===== config.mk =====
export PLATFORM = sky130hd
export DESIGN_NAME = bm25_term_max_score_core_flat
export DESIGN_NICKNAME = d
export VERILOG_FILES = /design/src/rtl/core/bmts_pkg.sv /design/src/rtl/core/bmts_if.sv /design/src/rtl/core/bmts_fifo.sv /design/src/rtl/core/bmts_front.sv /design/src/rtl/core/bmts_div.sv /design/src/rtl/core/bmts_back.sv /design/src/rtl/core/bm25_term_max_score_core.sv /design/src/flat_wrapper.sv
export VERILOG_INCLUDE_DIRS = /design/src /design/src/rtl/core
export SDC_FILE = /design/constraint.sdc
export NUM_CORES = 2
export LEC_CHECK = 0
export ABC_AREA = 1
export BUFFER_PORTS_ARGS = -buffer_cell sky130_fd_sc_hd__clkbuf_2
export CAP_MARGIN = 20
export CELL_PAD_IN_SITES_DETAIL_PLACEMENT = 0
export CELL_PAD_IN_SITES_GLOBAL_PLACEMENT = 2
export CORE_MARGIN = 1.5
export CORE_UTILIZATION = 42
export CTS_BUF_LIST = sky130_fd_sc_hd__clkbuf_4 sky130_fd_sc_hd__clkbuf_8
export CTS_CLUSTER_SIZE = 30
export DETAILED_ROUTE_END_ITERATION = 10
export PLACE_DENSITY_LB_ADDON = 0.1
export SYNTH_ARGS = -nofsm -noshare
export SYNTH_HDL_FRONTEND = slang
export SYNTH_SLANG_ARGS = --single-unit

===== constraint.sdc =====
create_clock -name clk_i -period 11.2 [get_ports clk_i]
set_clock_uncertainty 0.05 [all_clocks]
set_input_delay 1.12 -clock clk_i [delete_from_list [all_inputs] [get_ports clk_i]]
set_output_delay 1.12 -clock clk_i [all_outputs]
set_load 0.05 [all_outputs]

===== src/rtl/core/assert_macros.svh =====
// Assertion macros shared by the BM25 max-score RTL.
// Needs clk_i and rst_ni in the scope of each use.
`ifndef ASSERT_MACROS_SVH
`define ASSERT_MACROS_SVH

// Property must hold at every clock edge out of reset.
`define BMTS_ASSERT(lbl, prop, msg) \
  lbl: assert property (@(posedge clk_i) disable iff (!rst_ni) prop) else $error(msg);

// Expression must never be true out of reset.
`define BMTS_NEVER(lbl, expr, msg) \
  lbl: assert property (@(posedge clk_i) disable iff (!rst_ni) !(expr)) else $error(msg);

`endif


===== src/rtl/core/bmts_pkg.sv =====
// Types, widths and constants of the BM25 max-score block.
// No dependencies.
package bmts_pkg;

  localparam int DF_W    = 24;
  localparam int TF_W    = 16;
  localparam int LEN_W   = 24;
  localparam int Q_W     = 32;
  localparam int K1_W    = 19;
  localparam int B_W     = 17;
  localparam int CIDX_W  = 4;
  localparam int CDAT_W  = 32;

  // Shared divider
  localparam int REM_W   = 37;
  localparam int DVD_W   = 42;
  localparam int ITER_W  = 6;
  localparam int XNORM_W = 42;

  localparam logic [ITER_W-1:0] IDF_ITERS = 6'd42;
  localparam logic [ITER_W-1:0] LR_ITERS  = 6'd32;
  localparam logic [ITER_W-1:0] T_ITERS   = 6'd20;

  localparam logic [Q_W-1:0]  LN2_Q32       = 32'd2977044472;
  localparam logic [B_W-1:0]  ONE_Q16       = 17'd65536;
  localparam logic [Q_W-1:0]  AVGDL_RESET   = 32'd65536;
  localparam logic [K1_W-1:0] K1_RESET      = 19'd78643;
  localparam logic [B_W-1:0]  B_RESET       = 17'd13107;
  localparam logic [4:0]      LOG_INT_TOP   = 5'd25;
  localparam logic [3:0]      LOG_FRAC_TOP  = 4'd15;

  typedef enum logic [CIDX_W-1:0] {
    REG_DOC_COUNT  = 4'd0,
    REG_AVG_DOCLEN = 4'd1,
    REG_TF_SAT     = 4'd2,
    REG_LEN_WEIGHT = 4'd3
  } cfg_reg_e;

  typedef struct packed {
    logic [DF_W-1:0]  doc_count;
    logic [Q_W-1:0]   avg_doc_length;
    logic [K1_W-1:0]  tf_saturation;
    logic [B_W-1:0]   length_weight;
  } cfg_t;

  typedef struct packed {
    logic [DF_W-1:0]  term_df;
    logic [TF_W-1:0]  term_freq;
    logic [LEN_W-1:0] doc_length;
    logic             last_in_term;
    logic             first;
  } qent_t;

  typedef struct packed {
    logic              start;
    logic [REM_W-1:0]  rem0;
    logic [REM_W-1:0]  divisor;
    logic [DVD_W-1:0]  dividend;
    logic [ITER_W-1:0] iters;
  } div_req_t;

  typedef struct packed {
    logic             busy;
    logic             done;
    logic [DVD_W-1:0] quot;
  } div_rsp_t;

  typedef enum logic [4:0] {
    B_IDLE,
    B_IDF_DIV,
    B_NORM,
    B_SQ_MUL,
    B_SQ_CHK,
    B_IDF_MUL,
    B_IDF_WR,
    B_LR,
    B_LR_DIV,
    B_BL_MUL,
    B_NORM_WR,
    B_KN_MUL,
    B_DEN_WR,
    B_NUM_MUL,
    B_T_DIV_ST,
    B_T_DIV,
    B_SC_MUL,
    B_SC_WR,
    B_EMIT
  } back_state_e;

endpackage


===== src/rtl/core/bmts_if.sv =====
// Channel interfaces of the BM25 max-score block: postings, entries, config.
// Depends on bmts_pkg.
interface bmts_post_if import bmts_pkg::*; ();
  logic             valid;
  logic             ready;
  logic [DF_W-1:0]  term_df;
  logic [TF_W-1:0]  term_freq;
  logic [LEN_W-1:0] doc_length;
  logic             last_in_term;
  modport source (output valid, term_df, term_freq, doc_length, last_in_term, input ready);
  modport sink   (input valid, term_df, term_freq, doc_length, last_in_term, output ready);
endinterface

interface bmts_entry_if import bmts_pkg::*; ();
  logic            valid;
  logic            ready;
  logic [DF_W-1:0] entry_df;
  logic [Q_W-1:0]  peak_score;
  logic [Q_W-1:0]  list_offset;
  logic [Q_W-1:0]  posting_words;
  modport source (output valid, entry_df, peak_score, list_offset, posting_words,
                  input ready);
  modport sink   (input valid, entry_df, peak_score, list_offset, posting_words,
                  output ready);
endinterface

interface bmts_cfg_if import bmts_pkg::*; ();
  logic              valid;
  logic              ready;
  logic [CIDX_W-1:0] index;
  logic [CDAT_W-1:0] data;
  modport source (output valid, index, data, input ready);
  modport sink   (input valid, index, data, output ready);
endinterface


===== src/rtl/core/bmts_fifo.sv =====
// Two-entry queue between the front and the back of the BM25 block.
// Depends on bmts_pkg.
module bmts_fifo import bmts_pkg::*; (
  input  logic  clk_i,
  input  logic  rst_ni,
  input  logic  push_i,
  input  qent_t wdata_i,
  output logic  full_o,
  input  logic  pop_i,
  output logic  valid_o,
  output qent_t rdata_o
);

  qent_t      mem_q [2];
  logic       wptr_q, rptr_q;
  logic [1:0] cnt_q;

  always_ff @(posedge clk_i or negedge rst_ni) begin
    if (!rst_ni) begin
      wptr_q <= 1'b0;
      rptr_q <= 1'b0;
      cnt_q  <= 2'd0;
    end else begin
      if (push_i) wptr_q <= ~wptr_q;
      if (pop_i)  rptr_q <= ~rptr_q;
      cnt_q <= cnt_q + 2'(push_i) - 2'(pop_i);
    end
  end

  always_ff @(posedge clk_i) begin
    if (push_i) mem_q[wptr_q] <= wdata_i;
  end

  assign full_o  = cnt_q[1];
  assign valid_o = (cnt_q != 2'd0);
  assign rdata_o = mem_q[rptr_q];

endmodule


===== src/rtl/core/bmts_front.sv =====
// Front of the BM25 block: config registers, posting intake, group-start marking.
// Depends on bmts_pkg and bmts_if.
module bmts_front import bmts_pkg::*; (
  input  logic        clk_i,
  input  logic        rst_ni,
  bmts_post_if.sink   post_i,
  bmts_cfg_if.sink    cfg_i,
  input  logic        q_full_i,
  output logic        q_push_o,
  output qent_t       q_data_o,
  output cfg_t        cfg_o
);

  cfg_t cfg_q;
  logic in_group_q;

  assign cfg_i.ready  = 1'b1;
  assign post_i.ready = !q_full_i;
  assign q_push_o     = post_i.valid && !q_full_i;

  always_comb begin
    q_data_o.term_df      = post_i.term_df;
    q_data_o.term_freq    = post_i.term_freq;
    q_data_o.doc_length   = post_i.doc_length;
    q_data_o.last_in_term = post_i.last_in_term;
    q_data_o.first        = !in_group_q;
  end

  always_ff @(posedge clk_i or negedge rst_ni) begin
    if (!rst_ni) begin
      in_group_q           <= 1'b0;
      cfg_q.doc_count      <= '0;
      cfg_q.avg_doc_length <= AVGDL_RESET;
      cfg_q.tf_saturation  <= K1_RESET;
      cfg_q.length_weight  <= B_RESET;
    end else begin
      if (q_push_o) in_group_q <= !post_i.last_in_term;
      if (cfg_i.valid) begin
        case (cfg_i.index)
          REG_DOC_COUNT:  cfg_q.doc_count      <= cfg_i.data[DF_W-1:0];
          REG_AVG_DOCLEN: cfg_q.avg_doc_length <= cfg_i.data[Q_W-1:0];
          REG_TF_SAT:     cfg_q.tf_saturation  <= cfg_i.data[K1_W-1:0];
          REG_LEN_WEIGHT: cfg_q.length_weight  <= cfg_i.data[B_W-1:0];
          default: ;
        endcase
      end
    end
  end

  assign cfg_o = cfg_q;

endmodule


===== src/rtl/core/bmts_div.sv =====
// Shared restoring divider of the BM25 block, one quotient bit per cycle.
// Depends on bmts_pkg.
module bmts_div import bmts_pkg::*; (
  input  logic     clk_i,
  input  logic     rst_ni,
  input  div_req_t req_i,
  output div_rsp_t rsp_o
);

  logic [REM_W-1:0]  rem_q, dsr_q;
  logic [DVD_W-1:0]  dvd_q, quo_q;
  logic [ITER_W-1:0] cnt_q;
  logic              busy_q, done_q;
  logic [REM_W:0]    trial, diff;
  logic              ge;

  assign trial = {rem_q, dvd_q[DVD_W-1]};
  assign ge    = trial >= {1'b0, dsr_q};
  assign diff  = trial - {1'b0, dsr_q};

  always_ff @(posedge clk_i or negedge rst_ni) begin
    if (!rst_ni) begin
      busy_q <= 1'b0;
      done_q <= 1'b0;
      cnt_q  <= '0;
    end else begin
      done_q <= 1'b0;
      if (req_i.start) begin
        busy_q <= 1'b1;
        cnt_q  <= req_i.iters;
      end else if (busy_q) begin
        cnt_q <= cnt_q - 1'b1;
        if (cnt_q == ITER_W'(1)) begin
          busy_q <= 1'b0;
          done_q <= 1'b1;
        end
      end
    end
  end

  always_ff @(posedge clk_i) begin
    if (req_i.start) begin
      rem_q <= req_i.rem0;
      dsr_q <= req_i.divisor;
      dvd_q <= req_i.dividend;
      quo_q <= '0;
    end else if (busy_q) begin
      rem_q <= ge ? diff[REM_W-1:0] : trial[REM_W-1:0];
      dvd_q <= {dvd_q[DVD_W-2:0], 1'b0};
      quo_q <= {quo_q[DVD_W-2:0], ge};
    end
  end

  assign rsp_o.busy = busy_q;
  assign rsp_o.done = done_q;
  assign rsp_o.quot = quo_q;

endmodule


===== src/rtl/core/bmts_back.sv =====
// Back of the BM25 block: idf, score, running maximum and entry output.
// Depends on bmts_pkg, bmts_if, bmts_div and assert_macros.svh.
`include "assert_macros.svh"
module bmts_back import bmts_pkg::*; (
  input  logic         clk_i,
  input  logic         rst_ni,
  input  cfg_t         cfg_i,
  input  logic         q_valid_i,
  input  qent_t        q_data_i,
  output logic         q_pop_o,
  bmts_entry_if.source entry_o
);

  back_state_e state_q, state_d;
  div_req_t    div_req;
  div_rsp_t    div_rsp;

  qent_t              item_q;
  logic [Q_W-1:0]     idf_q, rmax_q, cnt_q, woff_q;
  logic [XNORM_W-1:0] xs_q;
  logic [4:0]         shcnt_q, lint_q;
  logic [15:0]        lfrac_q;
  logic [3:0]         sqi_q;
  logic [30:0]        m_q;
  logic [Q_W-1:0]     lr_q, norm_q;
  logic [REM_W-1:0]   den_q;
  logic [K1_W:0]      t_q;
  logic [63:0]        prod_q, mul_p;
  logic [Q_W-1:0]     mul_a, mul_b;

  logic               out_valid_q;
  logic [DF_W-1:0]    out_df_q;
  logic [Q_W-1:0]     out_max_q, out_off_q, out_words_q;

  logic [B_W-1:0]     b_eff;
  logic [K1_W:0]      k1p1;
  logic [DF_W:0]      rest_sum;
  logic [DF_W-1:0]    rest;
  logic [25:0]        idf_num;
  logic [31:0]        mm;
  logic [32:0]        norm_sum;
  logic [47:0]        score_w;
  logic [Q_W-1:0]     score, new_max, new_cnt;
  logic               emit_ok;
  logic               div_wait;

  bmts_div u_div (
    .clk_i  (clk_i),
    .rst_ni (rst_ni),
    .req_i  (div_req),
    .rsp_o  (div_rsp)
  );

  assign b_eff    = (cfg_i.length_weight > ONE_Q16) ? ONE_Q16 : cfg_i.length_weight;
  assign k1p1     = {1'b0, cfg_i.tf_saturation} + (K1_W+1)'(ONE_Q16);
  assign rest     = (cfg_i.doc_count > item_q.term_df) ?
                    (cfg_i.doc_count - item_q.term_df) : '0;
  assign rest_sum = {1'b0, rest} + {1'b0, item_q.term_df};
  assign idf_num  = {rest_sum, 1'b0} + 26'd2;
  assign mm       = prod_q[61:30];
  assign norm_sum = 33'(ONE_Q16 - b_eff) + prod_q[48:16];
  assign score_w  = prod_q[63:16];
  assign score    = (score_w[47:32] != '0) ? '1 : score_w[31:0];
  assign new_max  = (score > rmax_q) ? score : rmax_q;
  assign new_cnt  = cnt_q + 1'b1;
  assign emit_ok  = !out_valid_q || entry_o.ready;
  assign mul_p    = mul_a * mul_b;
  assign div_wait = (state_q == B_IDF_DIV) || (state_q == B_LR_DIV) || (state_q == B_T_DIV);

  always_ff @(posedge clk_i or negedge rst_ni) begin
    if (!rst_ni) state_q <= B_IDLE;
    else         state_q <= state_d;
  end

  always_comb begin
    state_d          = state_q;
    q_pop_o          = 1'b0;
    div_req          = '0;
    mul_a            = '0;
    mul_b            = '0;
    case (state_q)
      B_IDLE: begin
        if (q_valid_i) begin
          q_pop_o = 1'b1;
          state_d = q_data_i.first ? B_IDF_DIV : B_LR;
        end
      end
      B_IDF_DIV: begin
        // Start the idf quotient on the first cycle after the pop.
        if (!div_rsp.busy && !div_rsp.done) begin
          div_req.start    = 1'b1;
          div_req.rem0     = '0;
          div_req.divisor  = REM_W'({item_q.term_df, 1'b1});
          div_req.dividend = {idf_num, 16'd0};
          div_req.iters    = IDF_ITERS;
        end
        if (div_rsp.done) state_d = B_NORM;
      end
      B_NORM:   if (xs_q[XNORM_W-1]) state_d = B_SQ_MUL;
      B_SQ_MUL: begin
        mul_a   = {1'b0, m_q};
        mul_b   = {1'b0, m_q};
        state_d = B_SQ_CHK;
      end
      B_SQ_CHK: state_d = (sqi_q == 4'd0) ? B_IDF_MUL : B_SQ_MUL;
      B_IDF_MUL: begin
        mul_a   = Q_W'({lint_q, lfrac_q});
        mul_b   = LN2_Q32;
        state_d = B_IDF_WR;
      end
      B_IDF_WR: state_d = B_LR;
      B_LR: begin
        if (cfg_i.avg_doc_length == '0 ||
            Q_W'(item_q.doc_length) >= cfg_i.avg_doc_length) begin
          state_d = B_BL_MUL;
        end else begin
          div_req.start    = 1'b1;
          div_req.rem0     = REM_W'(item_q.doc_length);
          div_req.divisor  = REM_W'(cfg_i.avg_doc_length);
          div_req.dividend = '0;
          div_req.iters    = LR_ITERS;
          state_d          = B_LR_DIV;
        end
      end
      B_LR_DIV: if (div_rsp.done) state_d = B_BL_MUL;
      B_BL_MUL: begin
        mul_a   = Q_W'(b_eff);
        mul_b   = lr_q;
        state_d = B_NORM_WR;
      end
      B_NORM_WR: state_d = B_KN_MUL;
      B_KN_MUL: begin
        mul_a   = Q_W'(cfg_i.tf_saturation);
        mul_b   = norm_q;
        state_d = B_DEN_WR;
      end
      B_DEN_WR: state_d = B_NUM_MUL;
      B_NUM_MUL: begin
        mul_a   = Q_W'(item_q.term_freq);
        mul_b   = Q_W'(k1p1);
        state_d = B_T_DIV_ST;
      end
      B_T_DIV_ST: begin
        if (den_q == '0) begin
          state_d = B_SC_MUL;
        end else begin
          // The quotient never exceeds k1 + 1.0, so 20 bits cover the full k1 range
          div_req.start    = 1'b1;
          div_req.rem0     = REM_W'(prod_q[35:4]);
          div_req.divisor  = den_q;
          div_req.dividend = {prod_q[3:0], 16'd0, 22'd0};
          div_req.iters    = T_ITERS;
          state_d          = B_T_DIV;
        end
      end
      B_T_DIV: if (div_rsp.done) state_d = B_SC_MUL;
      B_SC_MUL: begin
        mul_a   = idf_q;
        mul_b   = Q_W'(t_q);
        state_d = B_SC_WR;
      end
      B_SC_WR:  state_d = item_q.last_in_term ? B_EMIT : B_IDLE;
      B_EMIT:   if (emit_ok) state_d = B_IDLE;
      default:  state_d = B_IDLE;
    endcase
  end

  // Datapath registers
  always_ff @(posedge clk_i) begin
    prod_q <= mul_p;
    case (state_q)
      B_IDLE: if (q_valid_i) item_q <= q_data_i;
      B_IDF_DIV: begin
        if (div_rsp.done) begin
          xs_q    <= div_rsp.quot;
          shcnt_q <= '0;
        end
      end
      B_NORM: begin
        if (xs_q[XNORM_W-1]) begin
          m_q     <= xs_q[XNORM_W-1:11];
          lint_q  <= LOG_INT_TOP - shcnt_q;
          lfrac_q <= '0;
          sqi_q   <= LOG_FRAC_TOP;
        end else begin
          xs_q    <= {xs_q[XNORM_W-2:0], 1'b0};
          shcnt_q <= shcnt_q + 1'b1;
        end
      end
      B_SQ_CHK: begin
        if (mm[31]) begin
          m_q            <= mm[31:1];
          lfrac_q[sqi_q] <= 1'b1;
        end else begin
          m_q <= mm[30:0];
        end
        sqi_q <= sqi_q - 1'b1;
      end
      B_IDF_WR:  idf_q <= Q_W'(prod_q[52:32]);
      B_LR:      lr_q  <= '1;
      B_LR_DIV:  if (div_rsp.done) lr_q <= div_rsp.quot[Q_W-1:0];
      B_NORM_WR: norm_q <= norm_sum[Q_W-1:0];
      B_DEN_WR:  den_q <= {5'd0, item_q.term_freq, 16'd0} + REM_W'(prod_q[51:16]);
      B_T_DIV_ST: t_q <= '0;
      B_T_DIV:   if (div_rsp.done) t_q <= div_rsp.quot[K1_W:0];
      default: ;
    endcase
  end

  // Group state and output register
  always_ff @(posedge clk_i or negedge rst_ni) begin
    if (!rst_ni) begin
      rmax_q      <= '0;
      cnt_q       <= '0;
      woff_q      <= '0;
      out_valid_q <= 1'b0;
    end else begin
      if (state_q == B_IDLE && q_valid_i && q_data_i.first) begin
        rmax_q <= '0;
        cnt_q  <= '0;
      end
      if (state_q == B_SC_WR) begin
        rmax_q <= new_max;
        cnt_q  <= new_cnt;
      end
      if (state_q == B_EMIT && emit_ok) begin
        out_valid_q <= 1'b1;
        woff_q      <= woff_q + {cnt_q[Q_W-3:0], 2'b00};
      end else if (out_valid_q && entry_o.ready) begin
        out_valid_q <= 1'b0;
      end
    end
  end

  always_ff @(posedge clk_i) begin
    if (state_q == B_EMIT && emit_ok) begin
      out_df_q    <= item_q.term_df;
      out_max_q   <= rmax_q;
      out_off_q   <= woff_q;
      out_words_q <= {cnt_q[Q_W-3:0], 2'b00};
    end
  end

  assign entry_o.valid         = out_valid_q;
  assign entry_o.entry_df      = out_df_q;
  assign entry_o.peak_score    = out_max_q;
  assign entry_o.list_offset   = out_off_q;
  assign entry_o.posting_words = out_words_q;

  `BMTS_NEVER(a_div_start_busy, div_req.start && div_rsp.busy, "divider restarted while busy")
  `BMTS_ASSERT(a_div_done_wait, div_rsp.done |-> div_wait, "divider result with no waiting step")
  `BMTS_ASSERT(a_pop_nonempty, q_pop_o |-> q_valid_i, "pop from empty queue")

endmodule


===== src/rtl/core/bm25_term_max_score_core.sv =====
// BM25 term max-score core: front intake, two-entry queue, iterative back end.
// Each posting makes one pass through the back end: a length-ratio divide, a score divide
// and multiplier steps with registered products; the length-ratio divide is skipped when
// the ratio saturates. A term's first posting adds the idf divide, the normalising shifts
// and 16 squaring steps. The entry is output after the term's closing posting.
// The back end takes the next posting from the queue only after its pass is done.
// Asynchronous active-low reset clears control state and loads register defaults.
module bm25_term_max_score_core import bmts_pkg::*; (
  input  logic         clk_i,
  input  logic         rst_ni,
  bmts_post_if.sink    post_i,
  bmts_cfg_if.sink     cfg_i,
  bmts_entry_if.source entry_o
);

  logic  q_push, q_full, q_pop, q_valid;
  qent_t q_wdata, q_rdata;
  cfg_t  cfg;

  bmts_front u_front (
    .clk_i    (clk_i),
    .rst_ni   (rst_ni),
    .post_i   (post_i),
    .cfg_i    (cfg_i),
    .q_full_i (q_full),
    .q_push_o (q_push),
    .q_data_o (q_wdata),
    .cfg_o    (cfg)
  );

  bmts_fifo u_fifo (
    .clk_i   (clk_i),
    .rst_ni  (rst_ni),
    .push_i  (q_push),
    .wdata_i (q_wdata),
    .full_o  (q_full),
    .pop_i   (q_pop),
    .valid_o (q_valid),
    .rdata_o (q_rdata)
  );

  bmts_back u_back (
    .clk_i     (clk_i),
    .rst_ni    (rst_ni),
    .cfg_i     (cfg),
    .q_valid_i (q_valid),
    .q_data_i  (q_rdata),
    .q_pop_o   (q_pop),
    .entry_o   (entry_o)
  );

endmodule

===== src/flat_wrapper.sv =====
// flat-port wrapper written by rule: the top's interface ports become plain ports
module bm25_term_max_score_core_flat import bmts_pkg::*;
  (clk_i, rst_ni, post_i_valid, post_i_term_df, post_i_term_freq, post_i_doc_length, post_i_last_in_term, post_i_ready, cfg_i_valid, cfg_i_index, cfg_i_data, cfg_i_ready, entry_o_valid, entry_o_entry_df, entry_o_peak_score, entry_o_list_offset, entry_o_posting_words, entry_o_ready);
  bmts_post_if post_i_i ();
  bmts_cfg_if cfg_i_i ();
  bmts_entry_if entry_o_i ();
  input  logic clk_i;
  input  logic rst_ni;
  input wire logic [$bits(post_i_i.valid)-1:0] post_i_valid;
  input wire logic [$bits(post_i_i.term_df)-1:0] post_i_term_df;
  input wire logic [$bits(post_i_i.term_freq)-1:0] post_i_term_freq;
  input wire logic [$bits(post_i_i.doc_length)-1:0] post_i_doc_length;
  input wire logic [$bits(post_i_i.last_in_term)-1:0] post_i_last_in_term;
  output wire logic [$bits(post_i_i.ready)-1:0] post_i_ready;
  input wire logic [$bits(cfg_i_i.valid)-1:0] cfg_i_valid;
  input wire logic [$bits(cfg_i_i.index)-1:0] cfg_i_index;
  input wire logic [$bits(cfg_i_i.data)-1:0] cfg_i_data;
  output wire logic [$bits(cfg_i_i.ready)-1:0] cfg_i_ready;
  output wire logic [$bits(entry_o_i.valid)-1:0] entry_o_valid;
  output wire logic [$bits(entry_o_i.entry_df)-1:0] entry_o_entry_df;
  output wire logic [$bits(entry_o_i.peak_score)-1:0] entry_o_peak_score;
  output wire logic [$bits(entry_o_i.list_offset)-1:0] entry_o_list_offset;
  output wire logic [$bits(entry_o_i.posting_words)-1:0] entry_o_posting_words;
  input wire logic [$bits(entry_o_i.ready)-1:0] entry_o_ready;
  assign post_i_i.valid = post_i_valid;
  assign post_i_i.term_df = post_i_term_df;
  assign post_i_i.term_freq = post_i_term_freq;
  assign post_i_i.doc_length = post_i_doc_length;
  assign post_i_i.last_in_term = post_i_last_in_term;
  assign post_i_ready = post_i_i.ready;
  assign cfg_i_i.valid = cfg_i_valid;
  assign cfg_i_i.index = cfg_i_index;
  assign cfg_i_i.data = cfg_i_data;
  assign cfg_i_ready = cfg_i_i.ready;
  assign entry_o_valid = entry_o_i.valid;
  assign entry_o_entry_df = entry_o_i.entry_df;
  assign entry_o_peak_score = entry_o_i.peak_score;
  assign entry_o_list_offset = entry_o_i.list_offset;
  assign entry_o_posting_words = entry_o_i.posting_words;
  assign entry_o_i.ready = entry_o_ready;
  bm25_term_max_score_core u_core (.clk_i(clk_i), .rst_ni(rst_ni), .post_i(post_i_i), .cfg_i(cfg_i_i), .entry_o(entry_o_i));
endmodule

==> metrics <==
CTS tree=yes; failing checks=design-rule violations; WS Path Type=flop to flop; GP Congestion=0.927; CP Launch Type=flop; Max-Cap Viols=0; slowest CP cell=nand2_1; YS warnings=0; port bufs=223; Synth top area share=24.8%; clk sinks=966; most common cell after layout, fill and taps aside=nand2_1; Cells after Synth=8617; initial drt markers=4922; Slew Limit Fails=0; root buffer cell=clkbuf_8; Critical Path Sink Type=flop; Netlist cell types=73; worst hold path type=primary input to asynchronous set/reset pin; Final period util=95.4%; drt via density=around 5.3; CTS clk-pin slew, worst paths=0.06 ns; crit path time final=10.69 ns; post-synthesis register bit count=966; worst-path maximum fanout=11; post-synthesis average cell area=~9 sq um; Num CTS Buffers=159; Crit path top cell by count=fa_1; # Post-CTS Setup Buffers=0; setup_tns=0 ns; max_slew headroom=15.8%; die area=192000 sq um; DRC viols=24; largest net degree at the start of global routing=91; Post-Layout Cell Count=11587; Power per Cell Area=~250 nW/um^2; Max clock buf depth=3; initial antenna violation count=24; final setup vio count=0; Worst path max stage delay=0.66 ns; clk_lat worst skew=0.91 ns; dpl hpwl=220000 microns; Worst Path Required=11.94 ns; fraction of registers with async set/reset=21.0%; Syn Std Cell Area=a little under 80000 sq um; NumNets Final=~10000; Post-synth EDFFs=657; GR Util All Layers=29.1%; worst path arrival time=approximately 11 ns; Die Y=around 440 microns; most frequent cells in the layout=nand2_1, inv_1, fa_1, nor2_1, edfxtp_1; main area contributors after synthesis=edfxtp_1, fa_1, nand2_1; register area share after synthesis=roughly 34%; H-tree Lvls=4; post-synth top area cell=edfxtp_1; area delta synth->final=10.7%; Pre-antenna DRT Iters=9; DP Cell Count=11282; fraction of layout cells with a size suffix above 1=10.2%; first-pass GRT wire length=between 400000 and 500000 microns; Fmax achieved=about 94 MHz; unrepaired setup endpoints after global routing=no; static leakage=40.6 nW; vias in the first global route=62173; Max rail drop VDD=about 0.00013 V; area of the core region=188000 sq um; drt wl/cell=around 24 microns; Boundary Pins=229; Post-synth top flop=edfxtp_1; # rows=159; antenna-violating nets left=0; detailed-route wire length=277000 microns; die width=438 microns; outcome=complete, but fails checks; routed vias=61136; Worst-Margin Slew=around 1.2 ns; GRT overflow=0; Final Hold Fails=0; Initial Utilization=between 40% and 50%; hold buffers post-CTS=0; CTS resizes=0
[final cells by class]
type | count | area [sq um]
clock inverter | 51 | 460
sequential | 966 | 27000
multi-input combinational | 5722 | 45300
antenna | 7 | 17.5
tap | 2495 | 3120
inverter | 1659 | 6230
clock buffer | 246 | 2980
timing repair buffer | 441 | 2850
fill | 18501 | 99900
[worst paths after layout]
| path | start | end | slack [ns] | cells past startpoint |
|---|---|---|---|---|
| min in group clk_i | post_i_term_freq[11] | u_core.u_fifo.mem_q[0][37] | 0.37 | 1 |
| worst max register to register | u_core.u_back.state_q[4] | u_core.u_back.prod_q[57] | 0.51 | 37 |
| worst max-delay path | u_core.u_back.state_q[4] | u_core.u_back.prod_q[57] | 0.51 | 37 |
| max in group asynchronous | rst_ni | u_core.u_front.cfg_o[47] | 9.34 | 2 |
| worst min-delay path | rst_ni | u_core.u_back.woff_q[26] | 0.10 | 1 |
| worst min register to register | u_core.u_back.rmax_q[29] | u_core.u_back.entry_o.peak_score[29] | 0.42 | 0 |
[Yosys cell counts, drive strengths merged (10+ instances only)]
cell type,count
nand2,1748
inv,1641
fa,873
nor2,754
edfxtp,657
ha,493
o21ai,397
a21oi,329
nand3,230
clkbuf,215
dfrtp,185
xor2,126
dfxtp,106
xnor2,94
buf,83
mux2,73
nor3,64
nand4,56
a211oi,52
a31oi,51
nor4,45
o221ai,45
o211ai,40
a221oi,26
a22o,24
a22oi,23
clkinv,18
dfstp,18
o21bai,18
a21o,17
a21boi,16
o21a,15
nand3b,12
o2111ai,10
[per-layer routing]
metal,GRT usage (%),wire (microns),up-vias
li1,-,-,28071
met3,4.10,16700,329
met4,7.72,7580,0
met2,46.0,127000,1808
met5,0,0,-
met1,41.7,125000,30928
[through the flow]
| stage | hold slack [ns] | power (W) | utilization (%) | instance area [sq um] | worst slack, ns |
|---|---|---|---|---|---|
| after floorplan | 0.356 | 0.0139 | - | 79500 | 3.07 |
| after global placement | 0.412 | 0.0188 | 44.9 | 84400 | 0.854 |
| after detailed placement | 0.411 | 0.0188 | 45.0 | 84400 | 0.825 |
| after CTS | 0.120 | 0.0224 | 46.8 | 87900 | 0.785 |
| after global routing | 0.131 | 0.0240 | 46.8 | 87900 | 0.138 |
| final | 0.102 | 0.0223 | 46.8 | 87900 | 0.515 |
[power by group]
part | leakage (nW) | total [W] | internal (W) | switching [W]
clock | 1.82 | 0.00338 | 0.00185 | 0.00154
combinational | 29.2 | 0.0131 | 0.00423 | 0.00887
sequential | 9.55 | 0.00578 | 0.00514 | 0.000639
total | 40.6 | 0.0223 | 0.0112 | 0.0110
[worst max-delay path: cells and delay by family, from the launching register on]
| kind | cells | cell delay (ns) |
|---|---|---|
| adders and majority gates | 9 | 3.99 |
| AOI/OAI and AO/OA | 10 | 2.45 |
| and+or+nand+nor | 10 | 2.27 |
| buffers and inverters | 8 | 1.32 |
| DFF | 1 | 0.44 |
[flip-flops by register name, summed over array words and instances, names as in the netlist, 16 cells and up]
register and cells:
u_core.u_back.u_div.rem_q 37, u_core.u_back.prod_q 64, u_core.u_back.xs_q 42, u_core.u_back.entry_o.peak_score 32, u_core.u_back.lfrac_q 16, u_core.u_back.norm_q 32, u_core.u_back.rmax_q 32, u_core.u_back.lr_q 32
u_core.u_back.u_div.dvd_q 25, u_core.u_back.u_div.quo_q 42, u_core.u_back.woff_q 30, u_core.u_back.entry_o.posting_words 30, u_core.u_back.item_q 65, u_core.u_fifo.mem_q 132, u_core.u_back.den_q 37, u_core.u_back.u_div.dsr_q 37
u_core.u_back.t_q 20, u_core.u_back.idf_q 21, u_core.u_back.entry_o.list_offset 30, u_core.u_front.cfg_o 92, u_core.u_back.cnt_q 30, u_core.u_back.entry_o.entry_df 24, u_core.u_back.m_q 31
[cells by family (layout without fill, tap and decap cells)]
| group | count (synthesis) | in the layout | share of synthesized area (%) |
|---|---|---|---|
| AO/OA/AOI/OAI | 1092 | 1092 | 8.20 |
| buffers and inverters | 1957 | 2397 | 9.39 |
| AND/OR/NAND/NOR | 2933 | 2933 | 15.1 |
| multiplexers | 81 | 81 | 1.14 |
| flip-flops | 966 | 966 | 33.9 |
| XOR/XNOR | 220 | 220 | 2.44 |
| adder cells (fa/ha/maj) | 1366 | 1366 | 29.8 |
| other | 2 | 37 | 0.00946 |
No activity file was read; power rests on OpenSTA's default activity.
